`config.mk`:
```
export PLATFORM = sky130hd
export DESIGN_NAME = crash_loop_restart_supervisor_core
export DESIGN_NICKNAME = d
export VERILOG_FILES = /design/src/design/clrs_pkg.sv /design/src/design/clrs_ring.sv /design/src/design/clrs_tunit.sv /design/src/design/crash_loop_restart_supervisor_core.sv
export SDC_FILE = /design/constraint.sdc
export NUM_CORES = 2
export LEC_CHECK = 0
export ABC_AREA = 0
export BUFFER_PORTS_ARGS = -buffer_cell sky130_fd_sc_hd__buf_2
export CORE_MARGIN = 5
export CORE_UTILIZATION = 54
export DETAILED_ROUTE_END_ITERATION = 10
export PLACE_DENSITY = 0.76
export SYNTH_ARGS = -nofsm -noshare
export SYNTH_HDL_FRONTEND = slang
export SYNTH_SLANG_ARGS = --single-unit
```
`constraint.sdc`:
```
create_clock -name clock -period 8 [get_ports clock]
set_clock_uncertainty 0.1 [all_clocks]
set_input_delay 0.8 -clock clock [delete_from_list [all_inputs] [get_ports clock]]
set_output_delay 0.8 -clock clock [all_outputs]
set_load 0.03 [all_outputs]
```
`src/design/clrs_pkg.sv`:
```
// Shared types, codes and constants of the crash loop restart supervisor.
package clrs_pkg;

   localparam int FAIL_DEPTH_DEF = 16;
   localparam int TIME_BITS_DEF  = 32;

   localparam int OP_W       = 4;
   localparam int TIME_W     = 32;
   localparam int SESS_W     = 32;
   localparam int BOOT_W     = 64;
   localparam int PHASE_W    = 3;
   localparam int CFG_W      = 20;
   localparam int LIMIT_W    = 5;
   localparam int CSR_IDX_W  = 3;
   localparam int CSR_DATA_W = 64;

   localparam logic [CFG_W-1:0]   RESTART_DELAY_RST = 20'd5;
   localparam logic [LIMIT_W-1:0] FAILURE_LIMIT_RST = 5'd3;
   localparam logic [CFG_W-1:0]   FAILURE_WINDOW_RST = 20'd600;
   localparam logic [CFG_W-1:0]   BACKOFF_RST = 20'd900;
   localparam logic [CFG_W-1:0]   HEALTHY_RESET_RST = 20'd600;

   typedef enum logic [OP_W-1:0] {
      OP_USER_AVAIL = 4'd0,
      OP_READY      = 4'd1,
      OP_HEARTBEAT  = 4'd2,
      OP_CLEAN_OUT  = 4'd3,
      OP_RESUME     = 4'd4,
      OP_EXIT       = 4'd5,
      OP_LOGOFF     = 4'd6,
      OP_BOOT_CHG   = 4'd7,
      OP_QUERY      = 4'd8
   } op_type;

   typedef enum logic [PHASE_W-1:0] {
      PH_WAIT    = 3'd0,
      PH_START   = 3'd1,
      PH_RUN     = 3'd2,
      PH_RWAIT   = 3'd3,
      PH_BACKOFF = 3'd4,
      PH_SUPP    = 3'd5
   } phase_type;

   typedef enum logic [2:0] {
      SEQ_IDLE,
      SEQ_EXEC,
      SEQ_PRUNE,
      SEQ_APPEND,
      SEQ_DECIDE,
      SEQ_RESP
   } seq_type;

   typedef enum logic [CSR_IDX_W-1:0] {
      CSR_RESTART_DELAY  = 3'd0,
      CSR_FAILURE_LIMIT  = 3'd1,
      CSR_FAILURE_WINDOW = 3'd2,
      CSR_BACKOFF        = 3'd3,
      CSR_HEALTHY_RESET  = 3'd4,
      CSR_INIT_SUPP      = 3'd5,
      CSR_INIT_SUPP_SESS = 3'd6,
      CSR_INIT_SUPP_BOOT = 3'd7
   } csr_type;

   // flags from the shared time unit
   typedef struct packed {
      logic ge;      // a >= b
      logic age_le;  // age of b at a <= threshold
      logic age_ge;  // age of b at a >= threshold
   } tunit_flags_type;

endpackage

```
`src/design/clrs_ring.sv`:
```
// Failure time ring: one write port, one registered read port.
module clrs_ring import clrs_pkg::*; #(
   parameter int DEPTH = FAIL_DEPTH_DEF,
   parameter int IW    = (DEPTH > 1) ? $clog2(DEPTH) : 1,
   parameter int DW    = TIME_W
) (
   input  logic          clock,
   input  logic          wr_en,
   input  logic [IW-1:0] wr_addr,
   input  logic [DW-1:0] wr_data,
   input  logic          rd_en,
   input  logic [IW-1:0] rd_addr,
   output logic [DW-1:0] rd_data
);

   logic [DW-1:0] mem [DEPTH];
   logic [DW-1:0] rd_data_ff;

   always_ff @(posedge clock) begin
      if (wr_en) begin
         mem[wr_addr] <= wr_data;
      end
      if (rd_en) begin
         rd_data_ff <= mem[rd_addr];
      end
   end

   assign rd_data = rd_data_ff;

endmodule

```
`src/design/clrs_tunit.sv`:
```
// Shared time unit: one adder doing age checks, compares and adds (saturating when TIME_BITS <= TIME_W).
module clrs_tunit import clrs_pkg::*; #(
   parameter int TIME_BITS = TIME_BITS_DEF,
   localparam int TW = (TIME_BITS < TIME_W) ? TIME_BITS : TIME_W,
   localparam int RA_W = TW + 1
) (
   input  logic            sub,
   input  logic [RA_W-1:0] a,
   input  logic [RA_W-1:0] b,
   input  logic [CFG_W-1:0] thr,
   output tunit_flags_type flags,
   output logic [RA_W-1:0] sum
);

   localparam int CMP_W = (RA_W > CFG_W) ? RA_W : CFG_W;
   localparam bit SAT_EN = (TIME_BITS <= TIME_W);

   logic [RA_W:0]   res;
   logic            borrow;
   logic [RA_W-1:0] age;

   always_comb begin
      res = {1'b0, a} + ({1'b0, b} ^ {(RA_W+1){sub}}) + (RA_W+1)'(sub);
      borrow = res[RA_W];
      // a clock that seems to run backwards gives an age of zero
      age = borrow ? '0 : res[RA_W-1:0];
      flags.ge     = !borrow;
      flags.age_le = CMP_W'(age) <= CMP_W'(thr);
      flags.age_ge = CMP_W'(age) >= CMP_W'(thr);
      if (SAT_EN && res[TW]) begin
         sum = {1'b0, {TW{1'b1}}};
      end else begin
         sum = res[RA_W-1:0];
      end
   end

endmodule

```
`src/design/crash_loop_restart_supervisor_core.sv`:
```
// Crash loop restart supervisor: sequencer, state and configuration registers.
// An accepted item passes EXEC and RESP, which registers the result strobe; an exit that is not a
// clean one under suppression also passes PRUNE, APPEND and DECIDE; PRUNE grows with the failures
// on record (at most MAX_FAILURES), as the ring is pruned one entry a cycle through its single read
// port and the time unit. busy falls with the strobe, and start is ignored while busy.
// Reset (synchronous): configuration to defaults, waiting phase, no suppression,
// empty failure ring. The receiver cannot stall; each result shows for one cycle.
module crash_loop_restart_supervisor_core import clrs_pkg::*; #(
   parameter int MAX_FAILURES = FAIL_DEPTH_DEF,
   parameter int TIME_BITS    = TIME_BITS_DEF
) (
   input  logic                  clock,
   input  logic                  reset,
   input  logic                  start,
   output logic                  busy,
   input  logic [OP_W-1:0]       req_op,
   input  logic [TIME_W-1:0]     req_time_now,
   input  logic [SESS_W-1:0]     req_session,
   input  logic [BOOT_W-1:0]     req_boot_epoch,
   input  logic                  req_clean_exit,
   output logic                  rsp_valid,
   output logic [PHASE_W-1:0]    rsp_phase,
   output logic                  rsp_start_request,
   output logic [TIME_W-1:0]     rsp_restart_time,
   output logic                  rsp_supp_active,
   output logic [SESS_W-1:0]     rsp_supp_session_out,
   output logic [BOOT_W-1:0]     rsp_supp_boot_out,
   input  logic                  csr_valid,
   output logic                  csr_ready,
   input  logic [CSR_IDX_W-1:0]  csr_index,
   input  logic [CSR_DATA_W-1:0] csr_wdata
);

   localparam int TW   = (TIME_BITS < TIME_W) ? TIME_BITS : TIME_W;
   localparam int RA_W = TW + 1;
   localparam int CW   = $clog2(MAX_FAILURES + 1);
   localparam int IW   = (MAX_FAILURES > 1) ? $clog2(MAX_FAILURES) : 1;
   localparam int LW   = (CW > LIMIT_W) ? CW : LIMIT_W;

   function automatic logic [IW-1:0] ring_add(input logic [IW-1:0] base,
                                              input logic [CW-1:0] off);
      logic [CW:0] s;
      s = (CW+1)'(base) + (CW+1)'(off);
      if (s >= (CW+1)'(MAX_FAILURES)) begin
         s = s - (CW+1)'(MAX_FAILURES);
      end
      return IW'(s);
   endfunction

   // configuration
   logic [CFG_W-1:0]   restart_delay_ff, failure_window_ff, backoff_ff, healthy_reset_ff;
   logic [LIMIT_W-1:0] failure_limit_ff;

   // sequencer and held item
   seq_type            state_ff, state_in;
   op_type             op_ff;
   logic [TW-1:0]      now_ff;
   logic [SESS_W-1:0]  sess_ff;
   logic [BOOT_W-1:0]  boot_ff;
   logic               clean_ff;

   // supervisor state
   phase_type          phase_ff, phase_in;
   logic [CW-1:0]      count_ff, count_in;
   logic [IW-1:0]      oldest_ff, oldest_in;
   logic [TW-1:0]      ready_time_ff, ready_time_in;
   logic               ready_valid_ff, ready_valid_in;
   logic [RA_W-1:0]    restart_at_ff, restart_at_in;
   logic [BOOT_W-1:0]  live_boot_ff, live_boot_in;
   logic               supp_ff, supp_in;
   logic [SESS_W-1:0]  supp_sess_ff, supp_sess_in;
   logic [BOOT_W-1:0]  supp_boot_ff, supp_boot_in;

   // pruning pass
   logic [CW-1:0]      rd_i_ff, rd_i_in;
   logic [CW-1:0]      kept_ff, kept_in;
   logic               pend_ff, pend_in;

   logic               launch_ff, launch_in;
   logic               rsp_valid_ff, rsp_valid_in;

   // ring and time unit hookup
   logic               wr_en, rd_en;
   logic [IW-1:0]      wr_addr, rd_addr;
   logic [TW-1:0]      wr_data, rd_data;
   logic               u_sub;
   logic [RA_W-1:0]    u_a, u_b, u_sum;
   logic [CFG_W-1:0]   u_thr;
   tunit_flags_type    u_flags;
   logic               accept;

   assign accept    = start && (state_ff == SEQ_IDLE);
   assign busy      = (state_ff != SEQ_IDLE);
   assign csr_ready = 1'b1;

   clrs_ring #(.DEPTH(MAX_FAILURES), .IW(IW), .DW(TW)) u_ring (
      .clock   (clock),
      .wr_en   (wr_en),
      .wr_addr (wr_addr),
      .wr_data (wr_data),
      .rd_en   (rd_en),
      .rd_addr (rd_addr),
      .rd_data (rd_data)
   );

   clrs_tunit #(.TIME_BITS(TIME_BITS)) u_tunit (
      .sub   (u_sub),
      .a     (u_a),
      .b     (u_b),
      .thr   (u_thr),
      .flags (u_flags),
      .sum   (u_sum)
   );

   always_comb begin
      state_in       = state_ff;
      phase_in       = phase_ff;
      count_in       = count_ff;
      oldest_in      = oldest_ff;
      ready_time_in  = ready_time_ff;
      ready_valid_in = ready_valid_ff;
      restart_at_in  = restart_at_ff;
      live_boot_in   = live_boot_ff;
      supp_in        = supp_ff;
      supp_sess_in   = supp_sess_ff;
      supp_boot_in   = supp_boot_ff;
      rd_i_in        = rd_i_ff;
      kept_in        = kept_ff;
      pend_in        = 1'b0;
      launch_in      = launch_ff;
      rsp_valid_in   = 1'b0;
      wr_en          = 1'b0;
      wr_addr        = ring_add(oldest_ff, kept_ff);
      wr_data        = rd_data;
      rd_en          = 1'b0;
      rd_addr        = ring_add(oldest_ff, rd_i_ff);
      u_sub          = 1'b1;
      u_a            = RA_W'(now_ff);
      u_b            = restart_at_ff;
      u_thr          = failure_window_ff;

      unique case (state_ff)
         SEQ_IDLE: begin
            if (accept) begin
               state_in = SEQ_EXEC;
            end
         end
         SEQ_EXEC: begin
            u_b      = RA_W'(ready_time_ff);
            u_thr    = healthy_reset_ff;
            state_in = SEQ_RESP;
            unique case (op_ff)
               OP_USER_AVAIL: begin
                  live_boot_in = boot_ff;
                  if (supp_ff && supp_sess_ff == sess_ff && supp_boot_ff == boot_ff) begin
                     phase_in = PH_SUPP;
                  end else begin
                     supp_in      = 1'b0;
                     supp_sess_in = '0;
                     supp_boot_in = '0;
                     if (phase_ff == PH_WAIT || phase_ff == PH_SUPP) begin
                        phase_in = PH_START;
                     end
                  end
               end
               OP_READY: begin
                  ready_time_in  = now_ff;
                  ready_valid_in = 1'b1;
                  phase_in       = PH_RUN;
               end
               OP_HEARTBEAT: begin
                  if (phase_ff == PH_START) begin
                     phase_in = PH_RUN;
                  end else if (phase_ff == PH_RUN && ready_valid_ff && u_flags.age_ge) begin
                     count_in  = '0;
                     oldest_in = '0;
                  end
                  ready_time_in  = now_ff;
                  ready_valid_in = 1'b1;
               end
               OP_CLEAN_OUT: begin
                  supp_in      = 1'b1;
                  supp_sess_in = sess_ff;
                  supp_boot_in = boot_ff;
                  phase_in     = PH_SUPP;
               end
               OP_RESUME: begin
                  supp_in      = 1'b0;
                  supp_sess_in = '0;
                  supp_boot_in = '0;
                  live_boot_in = boot_ff;
                  phase_in     = PH_START;
               end
               OP_EXIT: begin
                  if (clean_ff && supp_ff) begin
                     phase_in = PH_SUPP;
                  end else begin
                     supp_in      = 1'b0;
                     supp_sess_in = '0;
                     supp_boot_in = '0;
                     rd_i_in      = '0;
                     kept_in      = '0;
                     state_in     = SEQ_PRUNE;
                  end
               end
               OP_LOGOFF: begin
                  if (supp_sess_ff == sess_ff) begin
                     supp_in      = 1'b0;
                     supp_sess_in = '0;
                     supp_boot_in = '0;
                  end
                  phase_in = PH_WAIT;
               end
               OP_BOOT_CHG: begin
                  if (live_boot_ff != boot_ff) begin
                     supp_in      = 1'b0;
                     supp_sess_in = '0;
                     supp_boot_in = '0;
                  end
                  live_boot_in = boot_ff;
               end
               default: begin
               end
            endcase
         end
         SEQ_PRUNE: begin
            // reads run one ahead of the age checks; survivors are packed down
            u_b   = RA_W'(rd_data);
            u_thr = failure_window_ff;
            if (rd_i_ff < count_ff) begin
               rd_en   = 1'b1;
               rd_i_in = rd_i_ff + CW'(1);
               pend_in = 1'b1;
            end
            if (pend_ff && u_flags.age_le) begin
               wr_en   = 1'b1;
               kept_in = kept_ff + CW'(1);
            end
            // last entry is checked in the same cycle the pass ends
            if (rd_i_ff == count_ff) begin
               state_in = SEQ_APPEND;
            end
         end
         SEQ_APPEND: begin
            wr_en   = 1'b1;
            wr_data = now_ff;
            if (kept_ff == CW'(MAX_FAILURES)) begin
               // ring full: overwrite the oldest
               wr_addr   = oldest_ff;
               oldest_in = ring_add(oldest_ff, CW'(1));
               count_in  = kept_ff;
            end else begin
               count_in = kept_ff + CW'(1);
            end
            state_in = SEQ_APPEND == state_ff ? SEQ_DECIDE : state_ff;
         end
         SEQ_DECIDE: begin
            u_sub = 1'b0;
            if (LW'(count_ff) >= LW'(failure_limit_ff)) begin
               u_b      = RA_W'(backoff_ff);
               phase_in = PH_BACKOFF;
            end else begin
               u_b      = RA_W'(restart_delay_ff);
               phase_in = PH_RWAIT;
            end
            restart_at_in = u_sum;
            state_in      = SEQ_RESP;
         end
         SEQ_RESP: begin
            launch_in = (phase_ff == PH_START) ||
                        ((phase_ff == PH_RWAIT || phase_ff == PH_BACKOFF) && u_flags.ge);
            rsp_valid_in = 1'b1;
            state_in     = SEQ_IDLE;
         end
         default: begin
            state_in = SEQ_IDLE;
         end
      endcase
   end

   always_ff @(posedge clock) begin
      if (reset) begin
         state_ff          <= SEQ_IDLE;
         phase_ff          <= PH_WAIT;
         count_ff          <= '0;
         oldest_ff         <= '0;
         ready_time_ff     <= '0;
         ready_valid_ff    <= 1'b0;
         restart_at_ff     <= '0;
         live_boot_ff      <= '0;
         // no snapshot is restored at reset: suppression starts cleared
         supp_ff           <= 1'b0;
         supp_sess_ff      <= '0;
         supp_boot_ff      <= '0;
         rd_i_ff           <= '0;
         kept_ff           <= '0;
         pend_ff           <= 1'b0;
         rsp_valid_ff      <= 1'b0;
         restart_delay_ff  <= RESTART_DELAY_RST;
         failure_limit_ff  <= FAILURE_LIMIT_RST;
         failure_window_ff <= FAILURE_WINDOW_RST;
         backoff_ff        <= BACKOFF_RST;
         healthy_reset_ff  <= HEALTHY_RESET_RST;
      end else begin
         state_ff       <= state_in;
         phase_ff       <= phase_in;
         count_ff       <= count_in;
         oldest_ff      <= oldest_in;
         ready_time_ff  <= ready_time_in;
         ready_valid_ff <= ready_valid_in;
         restart_at_ff  <= restart_at_in;
         live_boot_ff   <= live_boot_in;
         supp_ff        <= supp_in;
         supp_sess_ff   <= supp_sess_in;
         supp_boot_ff   <= supp_boot_in;
         rd_i_ff        <= rd_i_in;
         kept_ff        <= kept_in;
         pend_ff        <= pend_in;
         rsp_valid_ff   <= rsp_valid_in;
         if (csr_valid && csr_ready) begin
            // writes to the init suppression indices are accepted but stored nowhere
            unique case (csr_type'(csr_index))
               CSR_RESTART_DELAY:  restart_delay_ff  <= csr_wdata[CFG_W-1:0];
               CSR_FAILURE_LIMIT:  failure_limit_ff  <= csr_wdata[LIMIT_W-1:0];
               CSR_FAILURE_WINDOW: failure_window_ff <= csr_wdata[CFG_W-1:0];
               CSR_BACKOFF:        backoff_ff        <= csr_wdata[CFG_W-1:0];
               CSR_HEALTHY_RESET:  healthy_reset_ff  <= csr_wdata[CFG_W-1:0];
               CSR_INIT_SUPP, CSR_INIT_SUPP_SESS, CSR_INIT_SUPP_BOOT: begin
               end
               default: begin
               end
            endcase
         end
      end
   end

   // item payload and result flag
   always_ff @(posedge clock) begin
      if (accept) begin
         op_ff    <= op_type'(req_op);
         now_ff   <= req_time_now[TW-1:0];
         sess_ff  <= req_session;
         boot_ff  <= req_boot_epoch;
         clean_ff <= req_clean_exit;
      end
      launch_ff <= launch_in;
   end

   assign rsp_valid            = rsp_valid_ff;
   assign rsp_phase            = phase_ff;
   assign rsp_start_request    = launch_ff;
   assign rsp_restart_time     = TIME_W'(restart_at_ff);
   assign rsp_supp_active      = supp_ff;
   assign rsp_supp_session_out = supp_sess_ff;
   assign rsp_supp_boot_out    = supp_boot_ff;

endmodule
```
# Yosys cells after proc, flatten, opt, wreduce, memory -nomap -nowiden
# Memories as Yosys holds them, arrays and structs flattened. A register that Yosys moved wholly into a read port is not among the register bits.
# Index checks and enable logic that the tools add are counted.
# classes
n_div	0
eq_ne	46
multipliers	0
n_addsub	10
magnitude_cmp	7
mux	63
bitwise_logic	1
shift	0
n_reduce_logical	37
# op_table
cell	count
case mux 64 bit (6 select lines)	1
two-way mux 64 bit	4
two-way mux 32 bit	6
case mux 32 bit (6 select lines)	1
case mux 33 bit (3 select lines)	1
equality test 64 bit	1
!= test 64 bit	1
two-way mux 20 bit	2
two-way mux 5 bit	8
two-way mux 4 bit	9
adder 32 x 34 -> 34 bit	1
adder 34 x 1 -> 34 bit	1
XOR 33 x 34 -> 34 bit	1
greater-or-equal comparator 33 x 20 -> 1 bit	1
less-or-equal comparator 33 x 20 -> 1 bit	1
two-way mux 33 bit	1
equality test 32 bit	1
two-way mux 3 bit	10
case mux 5 bit (2 select lines)	3
!= test 2 bit, second input constant	13
case mux 3 bit (7 select lines)	1
equality test 3 x 2 -> 1 bit, second input constant	6
equality test 4 x 3 -> 1 bit, second input constant	4
equality test 3 bit, second input constant	5
39 further kinds	81
# word_totals
in_bits	204
memories	1
latchBits	0
reg_bits	473
output_inout_bits	136
ram_bits	512
word_cells	191
mem_bits_ro	0
# memory_table
name	words	width	read_ports	rd_ports_with_merged_regs	wr	line_no	text
u_ring.mem	16	32	1	1	1	clrs_ring.sv:16	logic [DW-1:0] mem [DEPTH];

# Logic depth before layout (Yosys ltp)
# depth
ltp_word	13
depth_mapped	33
mapped_depth_nobuf	31

# Hierarchy
# From an unflattened synthesis, not the netlist that was laid out.
# unflattened
cells_unflattened	3796
hier_area_um2	45454.8
# modules_own_cells
mod	instances	cells_each	area_per_inst_um2	seq_area_each_um2
crash_loop_restart_supervisor_core	1	2480	22059.9	10810.4
clrs_ring	1	838	20155.6	16335.7
clrs_tunit	1	478	3239.4	0.0

# Worst setup path before layout
# No wires, ideal clock.
# synth_path
kind	register -> register
from	reg failure_limit_ff[2]
to	mem u_ring.mem[14][0] (netlist bit) (enable)
path_stages_with_launch	31
arrival_ns	7.529
n_path_buf	3
period_less_slack_ns	8.050
required_time_ns	7.479
path_slack_ns	-0.050
setup_time_ns	0.421
path_cell_list	dfxtp_1 inv_1 ha_1 a21oi_1 o21ai_1 a31oi_1 clkbuf_1 buf_1 mux2i_1 a21oi_1 ha_1 a21oi_1 o21ai_0 a221oi_1 nand2b_1 nand2_1 a21boi_1 clkbuf_1 nor2_1 ha_1 nor2b_1 o21a_1 o21a_1 o211ai_1 nand3_1 a21oi_1 a211o_1 o211ai_1 o211ai_1 nand4_1 nor2_1
# synth_via
elab_chain_len	13
# synth_lines
element	line_no	text
from (decl)	crash_loop_restart_supervisor_core.sv:52	logic [LIMIT_W-1:0] failure_limit_ff;
from (signal assigned)	crash_loop_restart_supervisor_core.sv:324	CSR_FAILURE_LIMIT: failure_limit_ff <= csr_wdata[LIMIT_W-1:0];
greater-or-equal comparator 5 bit	crash_loop_restart_supervisor_core.sv:259	if (LW'(count_ff) >= LW'(failure_limit_ff)) begin
two-way mux 20 bit	crash_loop_restart_supervisor_core.sv:259	
case mux 33 bit (3 select lines)	crash_loop_restart_supervisor_core.sv:142	unique case (state_ff)
XOR 33 x 34 -> 34 bit	clrs_tunit.sv:23	res = {1'b0, a} + ({1'b0, b} ^ {(RA_W+1){sub}}) + (RA_W+1)'(sub);
adder 32 x 34 -> 34 bit	clrs_tunit.sv:23	
adder 34 x 1 -> 34 bit	clrs_tunit.sv:23	
two-way mux 33 bit	clrs_tunit.sv:26	age = borrow ? '0 : res[RA_W-1:0];
less-or-equal comparator 33 x 20 -> 1 bit	clrs_tunit.sv:28	flags.age_le = CMP_W'(age) <= CMP_W'(thr);
logical AND 1 bit	crash_loop_restart_supervisor_core.sv:235	if (pend_ff && u_flags.age_le) begin
two-way mux 1 bit	crash_loop_restart_supervisor_core.sv:235	
case mux 1 bit (2 select lines)	crash_loop_restart_supervisor_core.sv:142	
two-way mux 1 bit	clrs_ring.sv:20	if (wr_en) begin
two-way mux 1 bit (implied by the code)	clrs_ring.sv:21	mem[wr_addr] <= wr_data;
to (decl)	clrs_ring.sv:16	
# Every way passes these cells.

# Worst setup path in the final report
# layout_path
from	reg failure_limit_ff[4]
to	mem u_ring.mem[5][5] (netlist bit) (enable)
# The elaborated chain is that of the path after synthesis.

==> metrics.txt <==
Vias 30.9k; die area 87300 sq um; router iterations before antenna repair 6; Netlist Area Pre-Place 44000 sq um; FF-to-FF path depth 33; HPWL after DPL 77700 um; PwrDens 246 nW/um^2; Worst Hold Class in2reg; clock slew at the register clock pins of the worst setup and hold paths 0.06 ns; # rows 104; Fmax achieved 134 MHz; Slowest-stage cell, CP a31oi_4; global-route wire length before repair 183000 um; final worst path period share 93.3%; status complete, no violations; core box area 80700 sq um; Synth cell types 85; DR iter-0 viols 3681; cell count after synthesis 3627; final hold viol count 0; Slew headroom 19.7%; number of buffers created by CTS 101; Max VDD drop 0.000209 V; Setup TNS 0 ns; wire length per cell 24.4 um; H-tree Lvls 3; via-per-instance ratio 6.14; Layout Utilization 62.4%; Worst Setup Start Kind flip-flop; CP endpoint kind flip-flop; Syn Nets 3905; vias in the first global route 29.8k; synth top area cells edfxtp_1, dfxtp_1, mux4_2; WS Path Type reg2reg; CP max stage delay 0.51 ns; Max clock buf depth 3; simple-gate share of the synthesized area 13.0%; Post-synth EDFFs 678; Critical Path RT 8.20 ns; fin crit period 7.46 ns; Hold-fix buffers, CTS 0; die width 295 um; initial core utilization 54.5%; ys async rst share 0%; Synth top area share 46.3%; MaxCap Viol Count 0; total clock sinks 1016; DRC viols 0; post-synthesis xor/xnor area fraction 3.71%; Area growth syn-to-layout 14.5%; initial antenna violation count 4; IO buf count 294; final net count 4155; Post-Synth Adder-Cell Area 2.16%; Vert. Die Dim 295 um; post-route ant nets 0; clk root buf clkbuf_16; post-synth top area cell edfxtp_1; FF+latch count, synth 1016; Final setup viols 0; most frequent CP cell buf_4; combinational family with the most area after synthesis simple AND/OR/NAND/NOR gates; worst path arrival time 7.67 ns; sequential cell area fraction in the yosys report 61.7%; Compound-Gate Fraction of Synth Area 9.63%; Ports 340; clk_lat worst skew 0.71 ns; Routed WL 123000 um; cell with the most instances after synthesis edfxtp_1; leakage 17.2 nW; Worst-Margin Slew 1.20 ns; TritonCTS clock tree built; Syn. warnings 0; Placer Congestion 0.951; largest net degree at the start of global routing 211; layout cells sized above 1 17.7%; fin. max-slew vios 0; total track usage 27.2%; hold path depth 1; Main synth FF type edfxtp_1; Worst Path Max Fanout 32; Overflow after GRT 0; Syn Area/Cell 12.1 sq um; top cells by count, synth edfxtp_1, nand2_1, a21oi_1; mux contribution to synthesized area 7.40%
report_power, final:
group	internal (W)	switching (W)	total, W
Clock	0.00284	0.00205	0.00489
Sequential	0.00569	0.000160	0.00585
Combinational	0.000606	0.00103	0.00164
placed cells by master (no fill, tap or decap), types with 44 or more instances in the layout:
| master | n |
|---|---|
| buf_2 | 293 |
| dfxtp_1 | 338 |
| nand2b_1 | 115 |
| mux4_2 | 128 |
| inv_1 | 51 |
| nand4_1 | 57 |
| edfxtp_1 | 678 |
| a31oi_1 | 44 |
| xor2_1 | 44 |
| buf_4 | 60 |
| ha_1 | 70 |
| nand2_1 | 581 |
| a21oi_1 | 351 |
| clkbuf_16 | 101 |
| xnor2_1 | 136 |
| a211oi_1 | 85 |
| nand3_1 | 121 |
| nor2_1 | 144 |
logic make-up after synthesis:
family                     count (synthesis)
other                                      1
AOI/OAI and AO/OA                        689
adders and majority gates                 74
muxes                                    165
buffers and inverters                    272
DFF                                     1016
and+or+nand+nor                         1226
xor gates and xnor gates                 184
cell type report:
class / count / area [sq um]
Tap cell: 1060 / 1330
Inverter: 51 / 191
Sequential cell: 1016 / 27100
Fill cell: 6029 / 30300
Timing Repair Buffer: 368 / 2210
Multi-Input combinational cell: 2339 / 16000
Clock inverter: 46 / 639
Antenna cell: 5 / 12.5
Clock buffer: 144 / 2830
path summary, 6_finish.rpt:
check / start / slack, ns / end
worst max-delay path: failure_limit_ff[4]$_SDFFE_PP0P_ / 0.54 / u_ring.mem[5][5]$_DFFE_PP_
worst min-delay path: req_time_now[22] / 0.17 / now_ff[22]$_DFFE_PP_
worst max register to register: failure_limit_ff[4]$_SDFFE_PP0P_ / 0.54 / u_ring.mem[5][5]$_DFFE_PP_
worst min register to register: healthy_reset_ff[15]$_SDFFE_PP0P_ / 0.35 / healthy_reset_ff[15]$_SDFFE_PP0P_
through the flow:
stage	worst slack, ns	cells	hold WS [ns]	area [sq um]	total power [W]
floorplan	-0.0501	3627	0.331	44000	0.00704
global placement	0.273	4827	0.339	46800	0.00753
detailed placement	0.168	4827	0.346	46800	0.00755
CTS	0.0402	5017	0.129	50300	0.0124
global route	-0.0125	5028	0.136	50300	0.0128
finish	0.539	5029	0.166	50300	0.0124
worst max-delay path, delay by kind of cell (launching register included):
kind            cells  cell delay, ns
compound gates     16            3.39
fa+ha+maj           3            0.89
buf+inv             7            1.41
flops               1            0.31
mux                 1            0.29
simple gates        6            0.67
state kept, by name, indices dropped and copies added, names as in the netlist, 32 cells and up:
register and count:
u_ring.mem 512, boot_ff 64, live_boot_ff 64, rsp_supp_boot_out 64, now_ff 32, ready_time_ff 32, restart_at_ff 32, rsp_supp_session_out 32
sess_ff 32, u_ring.rd_data 32
layer usage:
metal  global-route usage [%]  routed length, um
met5                        0                  0
met1                     37.7              48300
met3                     5.38              11400
met2                     44.4              59500
met4                     8.15               3630
what timing repair did:
| action | CTS | global route |
|---|---|---|
| endpoints found under the setup margin | 0 | 512 |
| buffers inserted | 0 | 7 |
| gates resized for setup | 0 | 1 |
| endpoints found under the hold margin | 0 | 0 |
No activity file was read; power rests on OpenSTA's default activity.
